==> src/rtl/core/sfs_pkg.sv <==
package sfs_pkg;

  // Default sizing of the top level
  localparam int DEF_MAX_COLUMNS = 64;
  localparam int DEF_MAX_ROWS    = 64;
  localparam int DEF_TIME_BITS   = 21;

  // Field and internal widths
  localparam int DIM_W      = 11;  // frame width / height
  localparam int COL_W      = 7;   // sheet columns / rows
  localparam int PER_W      = 20;  // frame period
  localparam int FIRST_W    = 12;  // range first
  localparam int LIMIT_W    = 13;  // range limit
  localparam int MODE_W     = 3;
  localparam int REQ_W      = 3;
  localparam int EL_W       = 20;
  localparam int POS_W      = 13;  // sequence position
  localparam int FRM_W      = 14;  // frame index, holds columns * rows
  localparam int HALF_W     = 15;  // one-way list length
  localparam int LEN_W      = 14;  // capped total length
  localparam int PIX_W      = 16;
  localparam int OUT_FRM_W  = 12;
  localparam int CFG_IDX_W  = 3;
  localparam int CFG_DATA_W = 20;
  localparam int POS_CAP    = 8192;

  // play_mode bits
  localparam int MODE_LOOP = 0;
  localparam int MODE_PING = 1;
  localparam int MODE_BACK = 2;

  // Register values after reset
  localparam logic [DIM_W-1:0]   RST_FRAME_WIDTH  = 11'd16;
  localparam logic [DIM_W-1:0]   RST_FRAME_HEIGHT = 11'd16;
  localparam logic [COL_W-1:0]   RST_SHEET_COLS   = 7'd1;
  localparam logic [COL_W-1:0]   RST_SHEET_ROWS   = 7'd1;
  localparam logic [PER_W-1:0]   RST_FRAME_PERIOD = 20'd16667;
  localparam logic [FIRST_W-1:0] RST_RANGE_FIRST  = 12'd0;
  localparam logic [LIMIT_W-1:0] RST_RANGE_LIMIT  = 13'd1;
  localparam logic [MODE_W-1:0]  RST_PLAY_MODE    = 3'd0;

  typedef enum logic [REQ_W-1:0] {
    REQ_TICK   = 3'd0,
    REQ_START  = 3'd1,
    REQ_STOP   = 3'd2,
    REQ_PAUSE  = 3'd3,
    REQ_RESUME = 3'd4
  } sfs_req_t;

  typedef enum logic [CFG_IDX_W-1:0] {
    CFG_FRAME_WIDTH  = 3'd0,
    CFG_FRAME_HEIGHT = 3'd1,
    CFG_SHEET_COLS   = 3'd2,
    CFG_SHEET_ROWS   = 3'd3,
    CFG_FRAME_PERIOD = 3'd4,
    CFG_RANGE_FIRST  = 3'd5,
    CFG_RANGE_LIMIT  = 3'd6,
    CFG_PLAY_MODE    = 3'd7
  } sfs_cfg_idx_t;

  typedef enum logic [3:0] {
    ST_IDLE,
    ST_CMD,
    ST_LEN,
    ST_ADV,
    ST_SEL,
    ST_FRAME,
    ST_KICK,
    ST_PIX,
    ST_DONE
  } sfs_state_t;

  typedef enum logic [1:0] {
    PH_IDLE,
    PH_DIV,
    PH_MUL
  } sfs_phase_t;

  typedef struct packed {
    logic             start;
    logic [FRM_W-1:0] frame;
    logic [COL_W-1:0] cols;
    logic [DIM_W-1:0] width;
    logic [DIM_W-1:0] height;
  } sfs_pix_req_t;

  typedef struct packed {
    logic             done;
    logic [PIX_W-1:0] x;
    logic [PIX_W-1:0] y;
  } sfs_pix_rsp_t;

endpackage

==> src/rtl/core/sfs_pixmap.sv <==
module sfs_pixmap
  import sfs_pkg::*;
(
  input  logic         clk,
  input  logic         rst_n,
  input  sfs_pix_req_t req,
  output sfs_pix_rsp_t rsp
);

  localparam int STEP_MAX = (FRM_W > COL_W) ? FRM_W : COL_W;
  localparam int CNT_W    = $clog2(STEP_MAX);
  localparam logic [CNT_W-1:0] DIV_LAST = CNT_W'(FRM_W - 1);
  localparam logic [CNT_W-1:0] MUL_LAST = CNT_W'(COL_W - 1);

  sfs_phase_t       phase_r, phase_nxt;
  logic [CNT_W-1:0] cnt_r, cnt_nxt;
  logic [FRM_W-1:0] div_r, div_nxt;
  logic [COL_W-1:0] rem_r, rem_nxt;
  logic [PIX_W-1:0] px_r, px_nxt;
  logic [PIX_W-1:0] py_r, py_nxt;

  logic             load, div_step, mul_step, div_end, mul_end, done;
  logic [COL_W:0]   trial;
  logic             trial_ge;

  // Restoring divide: one dividend bit per cycle, MSB first
  assign trial    = {rem_r, div_r[FRM_W-1]};
  assign trial_ge = trial >= {1'b0, req.cols};
  assign div_end  = cnt_r == DIV_LAST;
  assign mul_end  = cnt_r == MUL_LAST;

  // Next phase
  always_comb begin
    phase_nxt = phase_r;
    case (phase_r)
      PH_IDLE: if (req.start) phase_nxt = PH_DIV;
      PH_DIV:  if (div_end) phase_nxt = PH_MUL;
      PH_MUL:  if (mul_end) phase_nxt = PH_IDLE;
      default: phase_nxt = PH_IDLE;
    endcase
  end

  // Phase outputs
  always_comb begin
    load     = 1'b0;
    div_step = 1'b0;
    mul_step = 1'b0;
    done     = 1'b0;
    case (phase_r)
      PH_IDLE: load = req.start;
      PH_DIV:  div_step = 1'b1;
      PH_MUL: begin
        mul_step = 1'b1;
        done     = mul_end;
      end
      default: ;
    endcase
  end

  always_comb begin
    cnt_nxt = cnt_r;
    div_nxt = div_r;
    rem_nxt = rem_r;
    px_nxt  = px_r;
    py_nxt  = py_r;
    if (load) begin
      cnt_nxt = '0;
      div_nxt = req.frame;
      rem_nxt = '0;
      px_nxt  = '0;
      py_nxt  = '0;
    end else if (div_step) begin
      cnt_nxt = div_end ? '0 : cnt_r + 1'b1;
      div_nxt = {div_r[FRM_W-2:0], 1'b0};
      rem_nxt = trial_ge ? COL_W'(trial - {1'b0, req.cols}) : trial[COL_W-1:0];
      // Row times height, Horner form on each quotient bit
      py_nxt  = {py_r[PIX_W-2:0], 1'b0} + (trial_ge ? PIX_W'(req.height) : '0);
    end else if (mul_step) begin
      cnt_nxt = cnt_r + 1'b1;
      rem_nxt = {rem_r[COL_W-2:0], 1'b0};
      px_nxt  = {px_r[PIX_W-2:0], 1'b0} + (rem_r[COL_W-1] ? PIX_W'(req.width) : '0);
    end
  end

  always_ff @(posedge clk) begin
    if (!rst_n) begin
      phase_r <= PH_IDLE;
      cnt_r   <= '0;
    end else begin
      phase_r <= phase_nxt;
      cnt_r   <= cnt_nxt;
    end
  end

  always_ff @(posedge clk) begin
    div_r <= div_nxt;
    rem_r <= rem_nxt;
    px_r  <= px_nxt;
    py_r  <= py_nxt;
  end

  assign rsp = {done, px_r, py_r};

endmodule

==> src/rtl/core/sprite_frame_sequencer_core.sv <==
// Sprite frame sequencer: plays a frame range on a sprite sheet grid.
// A request runs through the CMD, LEN, ADV, SEL, FRAME and KICK states; a frame
//   on the sheet then goes through the bit-serial divide and column multiply
//   of the pixel unit before DONE loads the output register. One request is
//   handled at a time; the next is taken once the word is in the output register.
// Reset (rst_n low, synchronous): registers take their defaults, playback stops.
module sprite_frame_sequencer_core
  import sfs_pkg::*;
#(
  parameter int MAX_COLUMNS = DEF_MAX_COLUMNS,
  parameter int MAX_ROWS    = DEF_MAX_ROWS,
  parameter int TIME_BITS   = DEF_TIME_BITS
) (
  input  logic                  clk,
  input  logic                  rst_n,
  // request channel
  input  logic                  in_valid,
  output logic                  in_stall,
  input  logic [REQ_W-1:0]      in_req_type,
  input  logic [EL_W-1:0]       in_elapsed_ticks,
  // result channel
  output logic                  out_valid,
  input  logic                  out_stall,
  output logic [OUT_FRM_W-1:0]  out_frame_number,
  output logic [PIX_W-1:0]      out_pixel_x,
  output logic [PIX_W-1:0]      out_pixel_y,
  output logic                  out_is_playing,
  output logic                  out_frame_valid,
  // register write channel
  input  logic                  cfg_valid,
  output logic                  cfg_ready,
  input  logic [CFG_IDX_W-1:0]  cfg_index,
  input  logic [CFG_DATA_W-1:0] cfg_data
);

  // Accumulator sum is wide enough for both the accumulator and the period.
  localparam int SUM_W = ((TIME_BITS > PER_W) ? TIME_BITS : PER_W) + 1;
  localparam logic [SUM_W-1:0] ACC_MAX = SUM_W'({TIME_BITS{1'b1}});

  // ---------------------------------------------------------------------
  // Register file
  // ---------------------------------------------------------------------
  logic [DIM_W-1:0]   cfg_width_r;
  logic [DIM_W-1:0]   cfg_height_r;
  logic [COL_W-1:0]   cfg_cols_r;
  logic [COL_W-1:0]   cfg_rows_r;
  logic [PER_W-1:0]   cfg_period_r;
  logic [FIRST_W-1:0] cfg_first_r;
  logic [LIMIT_W-1:0] cfg_limit_r;
  logic [MODE_W-1:0]  cfg_mode_r;

  // Writes must come only while the block is idle; the block does not enforce it and always takes them.
  assign cfg_ready = 1'b1;

  always_ff @(posedge clk) begin
    if (!rst_n) begin
      cfg_width_r  <= RST_FRAME_WIDTH;
      cfg_height_r <= RST_FRAME_HEIGHT;
      cfg_cols_r   <= RST_SHEET_COLS;
      cfg_rows_r   <= RST_SHEET_ROWS;
      cfg_period_r <= RST_FRAME_PERIOD;
      cfg_first_r  <= RST_RANGE_FIRST;
      cfg_limit_r  <= RST_RANGE_LIMIT;
      cfg_mode_r   <= RST_PLAY_MODE;
    end else if (cfg_valid && cfg_ready) begin
      case (cfg_index)
        CFG_FRAME_WIDTH:  cfg_width_r  <= cfg_data[DIM_W-1:0];
        CFG_FRAME_HEIGHT: cfg_height_r <= cfg_data[DIM_W-1:0];
        CFG_SHEET_COLS:   cfg_cols_r   <= cfg_data[COL_W-1:0];
        CFG_SHEET_ROWS:   cfg_rows_r   <= cfg_data[COL_W-1:0];
        CFG_FRAME_PERIOD: cfg_period_r <= cfg_data[PER_W-1:0];
        CFG_RANGE_FIRST:  cfg_first_r  <= cfg_data[FIRST_W-1:0];
        CFG_RANGE_LIMIT:  cfg_limit_r  <= cfg_data[LIMIT_W-1:0];
        CFG_PLAY_MODE:    cfg_mode_r   <= cfg_data[MODE_W-1:0];
        default: ;
      endcase
    end
  end

  // ---------------------------------------------------------------------
  // Sequencer state and datapath registers
  // ---------------------------------------------------------------------
  sfs_state_t           state_r, state_nxt;

  logic [REQ_W-1:0]     req_r, req_nxt;
  logic [EL_W-1:0]      el_r, el_nxt;
  logic [TIME_BITS-1:0] accum_r, accum_nxt;
  logic [POS_W-1:0]     pos_r, pos_nxt;
  logic                 playing_r, playing_nxt;
  logic [FRM_W-1:0]     n_r, n_nxt;          // frames on the sheet
  logic [HALF_W-1:0]    f_r, f_nxt;          // one-way list length
  logic [LEN_W-1:0]     l_r, l_nxt;          // total length, capped
  logic [POS_W-1:0]     k_r, k_nxt;          // index into the one-way list
  logic                 len_ok_r, len_ok_nxt;
  logic [FRM_W-1:0]     fr_r, fr_nxt;
  logic                 fvalid_r, fvalid_nxt;

  logic                 out_valid_r, out_valid_nxt;
  logic [OUT_FRM_W-1:0] out_frame_r, out_frame_nxt;
  logic [PIX_W-1:0]     out_px_r, out_px_nxt;
  logic [PIX_W-1:0]     out_py_r, out_py_nxt;
  logic                 out_play_r, out_play_nxt;
  logic                 out_fvalid_r, out_fvalid_nxt;

  // FSM outputs
  logic                 in_take, unit_start, out_load, out_free;

  // ---------------------------------------------------------------------
  // Per-state arithmetic
  // ---------------------------------------------------------------------
  logic [COL_W-1:0]     cols_eff, rows_eff;
  logic [LIMIT_W-1:0]   first_ext;
  logic [FRM_W-1:0]     first_frm;
  logic [SUM_W-1:0]     acc_sum, acc_sat, acc_w, per_w;
  logic                 period_hit;
  logic [HALF_W-1:0]    f_calc;
  logic [HALF_W:0]      l_ext;
  logic [LEN_W-1:0]     l_calc;
  logic [LEN_W-1:0]     pos_inc;
  logic [POS_W-1:0]     p_sel;
  logic [HALF_W:0]      k_mirror;
  logic [FRM_W-1:0]     a_calc, k_frm, fr_calc;

  // Clamp the grid to the supported size.
  assign cols_eff = (int'(cfg_cols_r) > MAX_COLUMNS) ? COL_W'(MAX_COLUMNS) : cfg_cols_r;
  assign rows_eff = (int'(cfg_rows_r) > MAX_ROWS) ? COL_W'(MAX_ROWS) : cfg_rows_r;

  assign first_ext = {1'b0, cfg_first_r};
  assign first_frm = FRM_W'(cfg_first_r);

  // Saturating accumulate, then test against the period.
  assign acc_sum    = SUM_W'(accum_r) + SUM_W'(el_r);
  assign acc_sat    = (acc_sum > ACC_MAX) ? ACC_MAX : acc_sum;
  assign acc_w      = SUM_W'(accum_r);
  assign per_w      = SUM_W'(cfg_period_r);
  assign period_hit = acc_w >= per_w;

  // One-way length: forward wraps past the last sheet frame when first > limit.
  always_comb begin
    if (first_ext == cfg_limit_r) begin
      f_calc = '0;
    end else if (cfg_mode_r[MODE_BACK]) begin
      f_calc = (cfg_limit_r > first_ext) ? HALF_W'(cfg_limit_r - first_ext) : '0;
    end else if (first_ext < cfg_limit_r) begin
      f_calc = HALF_W'(cfg_limit_r - first_ext);
    end else begin
      f_calc = ((n_r > first_frm) ? HALF_W'(n_r - first_frm) : '0) + HALF_W'(cfg_limit_r);
    end
  end

  // Ping-pong doubles the list; cap to the reach of the position counter.
  assign l_ext  = cfg_mode_r[MODE_PING] ? {f_r, 1'b0} : {1'b0, f_r};
  assign l_calc = (l_ext > (HALF_W+1)'(POS_CAP)) ? LEN_W'(POS_CAP) : l_ext[LEN_W-1:0];

  assign pos_inc = {1'b0, pos_r} + 1'b1;

  // Show the last position if the position ran past the list; mirror on return.
  assign p_sel    = ({1'b0, pos_r} < l_r) ? pos_r : POS_W'(l_r - 1'b1);
  assign k_mirror = {f_r, 1'b0} - 1'b1 - (HALF_W+1)'(p_sel);

  // Frame number of the one-way list element.
  assign a_calc = (n_r > first_frm) ? (n_r - first_frm) : '0;
  assign k_frm  = FRM_W'(k_r);
  always_comb begin
    if (cfg_mode_r[MODE_BACK]) begin
      fr_calc = FRM_W'(cfg_limit_r) - 1'b1 - k_frm;
    end else if (first_ext < cfg_limit_r) begin
      fr_calc = first_frm + k_frm;
    end else if (k_frm < a_calc) begin
      fr_calc = first_frm + k_frm;
    end else begin
      fr_calc = k_frm - a_calc;
    end
  end

  // ---------------------------------------------------------------------
  // Pixel unit: bit-serial column/row split and multiply
  // ---------------------------------------------------------------------
  sfs_pix_req_t pix_req;
  sfs_pix_rsp_t pix_rsp;

  assign pix_req.start  = unit_start;
  assign pix_req.frame  = fr_r;
  assign pix_req.cols   = cols_eff;
  assign pix_req.width  = cfg_width_r;
  assign pix_req.height = cfg_height_r;

  sfs_pixmap u_pixmap (
    .clk   (clk),
    .rst_n (rst_n),
    .req   (pix_req),
    .rsp   (pix_rsp)
  );

  // ---------------------------------------------------------------------
  // Sequencer: next state
  // ---------------------------------------------------------------------
  assign out_free = !out_valid_r || !out_stall;

  always_comb begin
    state_nxt = state_r;
    case (state_r)
      ST_IDLE:  if (in_valid) state_nxt = ST_CMD;
      ST_CMD:   state_nxt = ST_LEN;
      ST_LEN:   state_nxt = ST_ADV;
      ST_ADV:   state_nxt = ST_SEL;
      ST_SEL:   state_nxt = ST_FRAME;
      ST_FRAME: state_nxt = ST_KICK;
      ST_KICK:  state_nxt = fvalid_r ? ST_PIX : ST_DONE;
      ST_PIX:   if (pix_rsp.done) state_nxt = ST_DONE;
      ST_DONE:  if (out_free) state_nxt = ST_IDLE;
      default:  state_nxt = ST_IDLE;
    endcase
  end

  // Sequencer: outputs
  always_comb begin
    in_stall   = 1'b1;
    in_take    = 1'b0;
    unit_start = 1'b0;
    out_load   = 1'b0;
    case (state_r)
      ST_IDLE: begin
        in_stall = 1'b0;
        in_take  = in_valid;
      end
      ST_KICK: unit_start = fvalid_r;
      ST_DONE: out_load = out_free;
      default: ;
    endcase
  end

  // ---------------------------------------------------------------------
  // Datapath next values
  // ---------------------------------------------------------------------
  always_comb begin
    req_nxt     = req_r;
    el_nxt      = el_r;
    accum_nxt   = accum_r;
    pos_nxt     = pos_r;
    playing_nxt = playing_r;
    n_nxt       = n_r;
    f_nxt       = f_r;
    l_nxt       = l_r;
    k_nxt       = k_r;
    len_ok_nxt  = len_ok_r;
    fr_nxt      = fr_r;
    fvalid_nxt  = fvalid_r;

    case (state_r)
      ST_IDLE: begin
        // Capture the request word.
        if (in_take) begin
          req_nxt = in_req_type;
          el_nxt  = in_elapsed_ticks;
        end
      end
      ST_CMD: begin
        n_nxt = FRM_W'(cols_eff) * FRM_W'(rows_eff);
        case (req_r)
          REQ_TICK: begin
            // Ticks count only while playing.
            if (playing_r) accum_nxt = acc_sat[TIME_BITS-1:0];
          end
          REQ_START: begin
            playing_nxt = 1'b1;
            pos_nxt     = '0;
          end
          REQ_STOP: begin
            playing_nxt = 1'b0;
            pos_nxt     = '0;
          end
          REQ_PAUSE:  playing_nxt = 1'b0;
          REQ_RESUME: playing_nxt = 1'b1;
          default: ;  // unknown request: hold everything
        endcase
      end
      ST_LEN: begin
        f_nxt = f_calc;
      end
      ST_ADV: begin
        l_nxt = l_calc;
        // At most one step per tick; drop one period from the accumulator.
        if (req_r == REQ_TICK && playing_r && period_hit) begin
          accum_nxt = TIME_BITS'(acc_w - per_w);
          if (pos_inc >= l_calc) begin
            if (cfg_mode_r[MODE_LOOP]) begin
              pos_nxt = '0;
            end else begin
              // Hold the last frame and stop.
              pos_nxt     = (l_calc != '0) ? POS_W'(l_calc - 1'b1) : '0;
              playing_nxt = 1'b0;
            end
          end else begin
            pos_nxt = pos_inc[POS_W-1:0];
          end
        end
      end
      ST_SEL: begin
        len_ok_nxt = l_r != '0;
        k_nxt      = (HALF_W'(p_sel) < f_r) ? p_sel : k_mirror[POS_W-1:0];
      end
      ST_FRAME: begin
        fr_nxt     = len_ok_r ? fr_calc : '0;
        fvalid_nxt = len_ok_r && (fr_calc < n_r);
      end
      default: ;
    endcase
  end

  // Output register: the next request may be taken while this word waits.
  always_comb begin
    out_valid_nxt  = out_valid_r;
    out_frame_nxt  = out_frame_r;
    out_px_nxt     = out_px_r;
    out_py_nxt     = out_py_r;
    out_play_nxt   = out_play_r;
    out_fvalid_nxt = out_fvalid_r;
    if (out_load) begin
      out_valid_nxt  = 1'b1;
      out_frame_nxt  = fr_r[OUT_FRM_W-1:0];
      out_px_nxt     = fvalid_r ? pix_rsp.x : '0;
      out_py_nxt     = fvalid_r ? pix_rsp.y : '0;
      out_play_nxt   = playing_r;
      out_fvalid_nxt = fvalid_r;
    end else if (out_valid_r && !out_stall) begin
      out_valid_nxt = 1'b0;
    end
  end

  // ---------------------------------------------------------------------
  // Registers
  // ---------------------------------------------------------------------
  always_ff @(posedge clk) begin
    if (!rst_n) begin
      state_r     <= ST_IDLE;
      accum_r     <= '0;
      pos_r       <= '0;
      playing_r   <= 1'b0;
      out_valid_r <= 1'b0;
    end else begin
      state_r     <= state_nxt;
      accum_r     <= accum_nxt;
      pos_r       <= pos_nxt;
      playing_r   <= playing_nxt;
      out_valid_r <= out_valid_nxt;
    end
  end

  always_ff @(posedge clk) begin
    req_r        <= req_nxt;
    el_r         <= el_nxt;
    n_r          <= n_nxt;
    f_r          <= f_nxt;
    l_r          <= l_nxt;
    k_r          <= k_nxt;
    len_ok_r     <= len_ok_nxt;
    fr_r         <= fr_nxt;
    fvalid_r     <= fvalid_nxt;
    out_frame_r  <= out_frame_nxt;
    out_px_r     <= out_px_nxt;
    out_py_r     <= out_py_nxt;
    out_play_r   <= out_play_nxt;
    out_fvalid_r <= out_fvalid_nxt;
  end

  assign out_valid        = out_valid_r;
  assign out_frame_number = out_frame_r;
  assign out_pixel_x      = out_px_r;
  assign out_pixel_y      = out_py_r;
  assign out_is_playing   = out_play_r;
  assign out_frame_valid  = out_fvalid_r;

endmodule

==> config.mk <==
export PLATFORM = sky130hd
export DESIGN_NAME = sprite_frame_sequencer_core
export DESIGN_NICKNAME = d
export VERILOG_FILES = /design/src/rtl/core/sfs_pkg.sv /design/src/rtl/core/sfs_pixmap.sv /design/src/rtl/core/sprite_frame_sequencer_core.sv
export SDC_FILE = /design/constraint.sdc
export NUM_CORES = 1
export LEC_CHECK = 0
export BUFFER_PORTS_ARGS = -buffer_cell sky130_fd_sc_hd__buf_2
export CAP_MARGIN = 10
export CORE_MARGIN = 2
export CORE_UTILIZATION = 45
export DETAILED_ROUTE_END_ITERATION = 7
export MAX_ROUTING_LAYER = met4
export PLACE_DENSITY_LB_ADDON = 0.15
export RECOVER_POWER = 50
export SLEW_MARGIN = 20
export SYNTH_ARGS = -nofsm -noshare
export SYNTH_HDL_FRONTEND = slang
export SYNTH_SLANG_ARGS = --single-unit
==> constraint.sdc <==
create_clock -name clk -period 13.21 [get_ports clk]
set_clock_uncertainty 0.1 [all_clocks]
set_input_delay 2.642 -clock clk [delete_from_list [all_inputs] [get_ports clk]]
set_output_delay 2.642 -clock clk [all_outputs]
set_load 0.02 [all_outputs]
==> impl_metrics.yaml, run 1 <==
cells_and_area:
  syn_to_final_growth_pct: 10.12
  nets: 3142
  final_util: 0.5038
  final_cell_area_mm2: 0.02600
  drive_gt1_frac: 0.06977
  fillers: 4904
  final_cells: 3519
critical_path:
  cp_common_cell: "a21oi_1"
  path_class: "reg -> reg"
  cp.arrival_ps: 7440
  end_kind: "register"
  critPathRequiredTime_ps: 13520
  cp-start-kind: "register"
  path_max_fanout: 22
  cpPeakStageDelay_ps: 580
  crit_path_top_delay_cell: "a2111oi_0"
synthesis:
  synth_seq_cells: 324
  yosysUniqueCellTypes: 86
  yosysWarningCount: 0
  async_flop_share: 0
  synth-edff-count: 155
  synth.net_count: 3080
  synth.avg_cell_area_um2: 8.598
  synth_area_mm2: 0.02361
  synthCells: 2746
  synth_seq_area_share: 0.3404
  synth_top_flop_cell: "dfxtp_1"
global_routing:
  busiest_layer: "met2"
  gr-total-overflow: 0
  grt_use_total: 0.2541
  use_met1: 0.3365
  met2_usage: 0.4115
  grt_pass1_vias: 19120
  grt_first_pass_wirelength_um: 105300
  grtUsageMet3: 0.03064
  antenna_found_initial: 1
  grt_max_degree: 55
die:
  initial_core_util: 0.4575
  die-area_mm2: 0.05432
  core-area_mm2: 0.05161
  io_pins: 100
  fp.dieH_um: 233.1
  rows: 83
  chipWidth_um: 233.1
placed_design:
  hpwl_um: 51730
  place_congestion: 0.9477
  placed_cell_area_mm2: 0.02473
  dpl.cell_count: 3446
  dp_slack_ps: 6289
  port_buffers: 98
power:
  finalPower_mw: 2.736
  powerDensity_mw_per_mm2: 105.2
  p_leak_nw: 11.13
  ir_drop_uv: 93.71
drt:
  avgRoutedWirePerCell_um: 19.02
  routed_wl_um: 66940
  antenna_left: 0
  dr_total_vias: 19640
  via_per_inst: 5.580
  dr.pass1.iters: 5
  drc_errors: 0
  drt-initial-drc-count: 1247
timing:
  tightest_slew_ps: 2718
  max_freq_mhz: 140.2
  slew_headroom: -0.8118
  hold_ws_ps: 349.0
  setup_tns_ps: 0
  hold_violations: 0
  setup_ws_ps: 6076
  finalCritPeriodShare: 0.5400
  setup_viol: 0
  layout_min_cycle_time_ps: 7134
  grt_setup_unrepaired: "no"
  maxSlewViolCount: 254
clock_tree:
  cts-resized-gates: 0
  numCtsBuffers: 40
  clock-sinks: 324
  postCtsHoldBufs: 0
  clockBufferDepth: 3
  cts-root-buf: "clkbuf_16"
  clock_latency_ps: 570
  post_cts_buffers: 0
  h-tree-depth: 2
  cts_tree: "built"
  clk_pin_slew_ps: 60
flow_run:
  cap_violations: 8
run_status:
  violations: "capacitance limit, slew limit"
  status: "finished with violations"
hold_path:
  hold_path.class: "reg -> reg"
==> sequential cells by signal (all words and copies together), names as in the netlist, 13 cells and up <==
name and cells:
n_r 14, pos_r 13, accum_r 21, u_pixmap.py_r 16
k_r 13, f_r 15, l_r 14, out_pixel_x 16
cfg_period_r 20, u_pixmap.px_r 16, el_r 20, u_pixmap.div_r 14
out_pixel_y 16, cfg_limit_r 13, fr_r 14
==> synthesized netlist by cell type, types with 6 or more instances <==
library cell / number / share of area
o211ai_1: 18 / 0.0057
nand2_1: 390 / 0.062
or3_1: 11 / 0.0029
o21a_1: 29 / 0.0092
o31a_1: 10 / 0.0037
clkbuf_1: 77 / 0.012
a211o_1: 8 / 0.0030
a211oi_1: 31 / 0.0099
a2111oi_0: 7 / 0.0026
a21oi_1: 232 / 0.049
ha_1: 247 / 0.13
o2111ai_1: 6 / 0.0022
o21bai_1: 14 / 0.0045
xnor2_1: 120 / 0.045
and2_1: 75 / 0.020
nand2b_1: 40 / 0.011
nand4_1: 26 / 0.0069
a31oi_1: 11 / 0.0029
mux2i_1: 48 / 0.020
inv_1: 219 / 0.035
edfxtp_1: 155 / 0.20
a21o_1: 52 / 0.017
o21ai_1: 16 / 0.0034
dfxtp_1: 169 / 0.14
or2_2: 12 / 0.0032
nor2b_1: 51 / 0.014
o22ai_1: 11 / 0.0029
nand3_1: 54 / 0.011
xor2_1: 45 / 0.017
o221ai_1: 15 / 0.0056
buf_2: 8 / 0.0017
o21ai_0: 120 / 0.025
fa_1: 36 / 0.031
nor4_1: 13 / 0.0034
and3_1: 12 / 0.0032
nor3_1: 46 / 0.0098
nor2_1: 201 / 0.032
a22o_1: 12 / 0.0045
==> cell usage in the layout (no fill, tap or decap), types with 44 or more instances in the layout <==
cell / synthesis / routed
nor2b_1: 51 / 51
mux2i_1: 48 / 48
nand2_1: 390 / 390
and2_1: 75 / 57
nand3_1: 54 / 54
a21oi_1: 232 / 232
xor2_1: 45 / 45
ha_1: 247 / 247
inv_1: 219 / 220
nor2_1: 201 / 200
nor3_1: 46 / 44
xnor2_1: 120 / 120
o21ai_0: 120 / 119
buf_2: 8 / 95
edfxtp_1: 155 / 155
dfxtp_1: 169 / 169
a21o_1: 52 / 52
==> kinds of logic after synthesis <==
kind of cell / Yosys count / share of synthesized area
AND/OR/NAND/NOR: 952 / 0.1860
AO/OA/AOI/OAI: 655 / 0.1777
flip-flops: 324 / 0.3404
buffers and inverters: 315 / 0.05130
adder cells (fa/ha/maj): 283 / 0.1614
multiplexers: 51 / 0.02178
XOR/XNOR: 165 / 0.06121
other: 1 / 0.0001588
==> layer usage <==
metal	share of wire	vias to the layer above
met3	0.043	106
li1	-	9766
met5	0	-
met4	0.025	0
met2	0.46	431
met1	0.47	9333
==> worst max-delay path: cells and delay by family, from the launching register on <==
| kind | cells | cell delay [ps] |
|---|---|---|
| fa+ha+maj | 3 | 1100 |
| mux | 1 | 250 |
| simple gates | 7 | 1650 |
| compound gates | 14 | 3360 |
| flops | 1 | 360 |
| buf+inv | 2 | 180 |
==> area by class of cell <==
class / instances / area, um2 / share of cell area
Tap cell: 680 / 850.8 / 0.03272
Clock buffer: 52 / 1139 / 0.04379
Inverter: 221 / 829.5 / 0.03190
Sequential cell: 324 / 8038 / 0.3091
Multi-Input combinational cell: 2107 / 14380 / 0.5529
Clock inverter: 20 / 190.2 / 0.007314
Timing Repair Buffer: 114 / 576.8 / 0.02218
Antenna cell: 1 / 2.502 / 0.00009624
==> worst paths after layout <==
path                                     start                   to  slack, ps  depth (start not counted)
worst max register to register  cfg_first_r[2]             fvalid_r       6080                         27
worst max-delay path            cfg_first_r[2]             fvalid_r       6080                         27
worst min register to register         fr_r[4]  out_frame_number[4]        350                          0
worst min-delay path                   fr_r[4]  out_frame_number[4]        350                          0
==> report_power, final <==
group | total (mW) | switching (mW) | internal [mW]
Sequential | 1.13 | 0.0352 | 1.09
Clock | 1.12 | 0.453 | 0.668
Combinational | 0.486 | 0.294 | 0.192
Total | 2.74 | 0.782 | 1.95
(Power assumes the default switching activity.)
==> inputs of run 2 (changes only) <==
- ABC_AREA: unset -> 1
- clock period: 13.21 -> 7.03 ns (I/O delays scaled with it)
==> impl_metrics.yaml, run 2 <==
cells_and_area:
  nets: 3569
  syn_to_final_growth_pct: 9.480
  layout_commonest_cell: "nand2_1"
  n_antenna_cell: 0
  final_cell_mix: "nand2_1, inv_1, nor2_1"
  reg_top3: "accum_r: 21 flops, cfg_period_r: 20 flops, el_r: 20 flops"
  drive_gt1_frac: 0.06281
  final_util: 0.4973
  largest_reg_flops: 21
  max_flop_register: "accum_r"
hold_path:
  hold_depth: 0
  hold_path.class: "reg -> reg"
  min_from: "playing_r"
  hold_end: "out_is_playing"
die:
  die-area_mm2: 0.05479
  initial_core_util: 0.4542
  io_pins: 100
  rows: 84
  fp.dieH_um: 234.1
  chipWidth_um: 234.1
  core-area_mm2: 0.05245
synthesis:
  synth.avg_cell_area_um2: 7.534
  async_flop_share: 0
  synth_area_mm2: 0.02382
  yosysTopAreaCell: "edfxtp_1"
  synth_top_flop_cell: "dfxtp_1"
  yosysWarningCount: 0
  synth_seq_area_share: 0.3374
  synth.net_count: 3496
  synth-edff-count: 155
  synthCells: 3162
  synth_most_common_cell: "nand2_1"
  synthTopCellsByCount: "nand2_1, inv_1, nor2_1, a21oi_1, ha_1"
  netlist.area_leader.share: 0.1954
  yosysUniqueCellTypes: 65
  ys_top_cells_by_area: "edfxtp_1, dfxtp_1, ha_1"
  synth_seq_cells: 324
clock_tree:
  clk_pin_slew_ps: 70
  cts-resized-gates: 0
  h-tree-depth: 2
  postCtsHoldBufs: 0
  cts-root-buf: "clkbuf_16"
  clockBufferDepth: 3
  post_cts_buffers: 0
  clock-sinks: 324
  cts_tree: "built"
  clock_latency_ps: 570
  numCtsBuffers: 40
drt:
  via_per_inst: 5.372
  routed_wl_um: 70140
  dr_total_vias: 21230
  avgRoutedWirePerCell_um: 17.75
  drt-initial-drc-count: 1493
  antenna_left: 0
  drc_errors: 0
  dr.pass1.iters: 5
global_routing:
  grt_max_degree: 101
  grt_first_pass_wirelength_um: 109800
  grt_pass1_vias: 20090
  gr-total-overflow: 0
  antenna_found_initial: 0
  grt_use_total: 0.2645
run_status:
  violations: "capacitance limit, slew limit"
  status: "finished with violations"
critical_path:
  cp-start-kind: "input pin"
  cp.arrival_ps: 6130
  path_max_fanout: 100
  end_kind: "register"
  r2r-end: "fvalid_r"
  critPathRequiredTime_ps: 7400
  reg2reg_depth: 30
  path_class: "in -> reg"
  rrSetupSlack_ps: 1410
  worstReg2RegStart: "n_r[0]"
  crit_path_start: "rst_n"
timing:
  setup_tns_ps: 0
  slew_headroom: -1.679
  hold_violations: 0
  finalCritPeriodShare: 0.8206
  setup_viol: 0
  layout_min_cycle_time_ps: 5769
  max_freq_mhz: 173.4
  maxSlewViolCount: 272
  tightest_slew_ps: 4018
  grt_setup_unrepaired: "no"
power:
  powerDensity_mw_per_mm2: 262.1
  p_leak_nw: 12.69
  ir_drop_uv: 142.8
placed_design:
  port_buffers: 98
  place_congestion: 0.9500
  hpwl_um: 55170
flow_run:
  cap_violations: 6
[run 2: power by group]
group / internal [mW] / total (mW) / switching [mW]
logic: 0.838 / 2.38 / 1.54
registers: 2.26 / 2.45 / 0.199
clock network: 1.16 / 2.00 / 0.840
total: 4.26 / 6.83 / 2.58
[run 2: worst max-delay path, stage by stage]
cell	delay [ps]
clkbuf_1	530
clkbuf_1	2850
o21ai_0	900
a21oi_1	360
[run 2: cell type report]
class / count / area [um2]
fillers: 5199 / 26370
flip-flops and latches: 324 / 8038
repair buffers: 107 / 518.0
multi-input cells: 2285 / 13620
inverters: 477 / 1793
clock buffers: 56 / 1134
well taps: 688 / 860.8
clock inverters: 15 / 113.9
[run 2: cell families (layout without fill, tap and decap cells)]
kind of cell,after synthesis,count (layout),share of synthesized area
adder cells (fa/ha/maj),283,283,0.1600
AND/OR/NAND/NOR,1176,1176,0.2045
other,1,1,0.0001574
flip-flops,324,324,0.3374
buffers and inverters,553,655,0.09050
XOR/XNOR,125,125,0.04596
AO/OA/AOI/OAI,700,700,0.1615
[run 2: metrics by stage]
stage	instance area, um2	cells	worst slack [ps]	hold slack, ps	power, mW
detailed placement	24910	3881	1511	343.5	4.839
floorplan	23820	3162	2236	324.4	4.212
CTS	26160	3952	1477	338.3	6.875
finish	26080	3952	1262	339.0	6.834
global placement	24910	3881	1701	339.5	4.803
global route	26080	3952	880.0	344.4	7.330
[run 2: layer usage]
metal,vias to the layer above,wire [um],track usage
met3,107,3254,0.03356
met1,9987,31550,0.3382
met5,-,0,-
met2,497,33480,0.4408
met4,0,1864,0.07140
li1,10640,-,-
[run 2: worst max-delay path by stage]
stage,to,slack [ps]
floorplan,n_r[12],2240
global placement,fvalid_r,1700
detailed placement,fvalid_r,1510
CTS,fvalid_r,1480
global route,fvalid_r,880
finish,cfg_first_r[11],1260
==> inputs of run 3 (changes only) <==
- ABC_AREA: 1 -> 0
- clock period: 7.03 -> 5 ns (I/O delays scaled with it)
==> impl_metrics.yaml, run 3 (same netlist as run 1, synthesis figures left out) <==
die:
  initial_core_util: 0.4575
  core-area_mm2: 0.05161
  fp.dieH_um: 233.1
  rows: 83
  die-area_mm2: 0.05432
  chipWidth_um: 233.1
  io_pins: 100
global_routing:
  grt_max_degree: 88
  grt_use_total: 0.2596
  gr-total-overflow: 0
  antenna_found_initial: 1
  grt_pass1_vias: 19960
  grt_first_pass_wirelength_um: 108100
drt:
  dr_total_vias: 20410
  avgRoutedWirePerCell_um: 18.36
  drt-initial-drc-count: 1199
  drc_errors: 0
  via_per_inst: 5.500
  antenna_left: 0
  routed_wl_um: 68150
  dr.pass1.iters: 7
clock_tree:
  clk_pin_slew_ps: 60
  h-tree-depth: 2
  cts_tree: "built"
  numCtsBuffers: 40
  clockBufferDepth: 3
  cts-root-buf: "clkbuf_16"
  clock_latency_ps: 580
  clock-sinks: 324
placed_design:
  placed_cell_area_mm2: 0.02606
  port_buffers: 98
  hpwl_um: 52880
  place_congestion: 0.9139
cells_and_area:
  final_cell_mix: "nand2_1, ha_1, a21oi_1"
  reg_top3: "accum_r: 21 flops, cfg_period_r: 20 flops, el_r: 20 flops"
  layout_commonest_cell: "nand2_1"
  largest_reg_flops: 21
  nets: 3332
  syn_to_final_growth_pct: 17.79
  drive_gt1_frac: 0.1455
  max_flop_register: "accum_r"
  final_cell_area_mm2: 0.02781
critical_path:
  crit_path_top_delay_cell: "edfxtp_1"
  cp-start-kind: "register"
  reg2reg_depth: 27
  crit_path_start: "n_r[0]"
  cpPeakStageDelay_ps: 400
  path_class: "reg -> reg"
  worstReg2RegStart: "n_r[0]"
  path_max_fanout: 6
  critPathRequiredTime_ps: 5320
  rrSetupSlack_ps: -590
  cp-endpoint: "fvalid_r"
  r2r-end: "fvalid_r"
  cp.arrival_ps: 5910
  end_kind: "register"
timing:
  max_freq_mhz: 178.9
  grt_setup_unrepaired: "yes"
  setup_viol: 1
  hold_violations: 0
  hold_ws_ps: 349.8
  setup_ws_ps: -588.7
  tightest_slew_ps: 2778
  slew_headroom: -0.8522
  maxSlewViolCount: 149
  layout_min_cycle_time_ps: 5589
  finalCritPeriodShare: 1.118
run_status:
  violations: "capacitance limit, slew limit, setup timing"
  status: "finished with violations"
hold_path:
  hold_path.class: "reg -> reg"
power:
  ir_drop_uv: 238.9
  powerDensity_mw_per_mm2: 270.4
  p_leak_nw: 12.10
  finalPower_mw: 7.520
flow_run:
  cap_violations: 4
## run 3: repair_timing
action | 4_1_cts | 5_1_grt
cloned | 1 | 0
endpoints found under the setup margin | 15 | 41
hold buffers | 0 | 0
setup buffers | 15 | 5
gates resized for setup | 46 | 32
pin swaps | 30 | 25
## run 3: worst min-delay path by stage
stage | start | to | slack (ps) | cells after the start
floorplan | fr_r[0] | out_frame_number[0] | 320 | 0
global placement | fr_r[5] | out_frame_number[5] | 340 | 0
CTS | cfg_height_r[8] | cfg_height_r[8] | 350 | 2
finish | fr_r[5] | out_frame_number[5] | 350 | 0
detailed placement | fr_r[4] | out_frame_number[4] | 340 | 0
global route | fr_r[6] | out_frame_number[6] | 370 | 0
## run 3: worst max-delay path, delay by kind of cell (launching register included)
family                     cells  cell delay (ps)
AOI/OAI and AO/OA             13             2700
adders and majority gates      4              920
buffers and inverters          4              470
DFF                            1              400
and+or+nand+nor                6              870
## run 3: cell type report
class                      count  area (um2)
antenna                        1       2.502
timing repair buffer         303        2009
clock buffer                  57        1156
tap                          680       850.8
multi-input combinational   2108       14750
inverter                     221       829.5
clock inverter                17       175.2
sequential                   324        8040
fill                        4839       23800
## run 3: through the flow
stage	util	cells	setup WS, ps	setup TNS (ps)
floorplan	-	2746	-247.0	-247.0
finish	0.5389	3711	-588.7	-588.7
global route	0.5389	3711	-854.0	-926.7
detailed placement	0.5049	3616	-1091	-2227
CTS	0.5374	3705	-701.7	-701.7
global placement	0.5049	3616	-887.4	-951.9
## run 3: per-layer routing
metal | global-route usage | vias up | wire length, um
met3 | 0.02856 | 105 | 2706
met1 | 0.3385 | 9741 | 31670
met2 | 0.4262 | 414 | 31930
met4 | 0.07504 | 0 | 1839
met5 | - | - | 0
li1 | - | 10150 | -
## run 3: power by group
group	internal [mW]	switching, mW
clock	1.73	1.21
combinational	0.736	0.866
sequential	2.89	0.0911
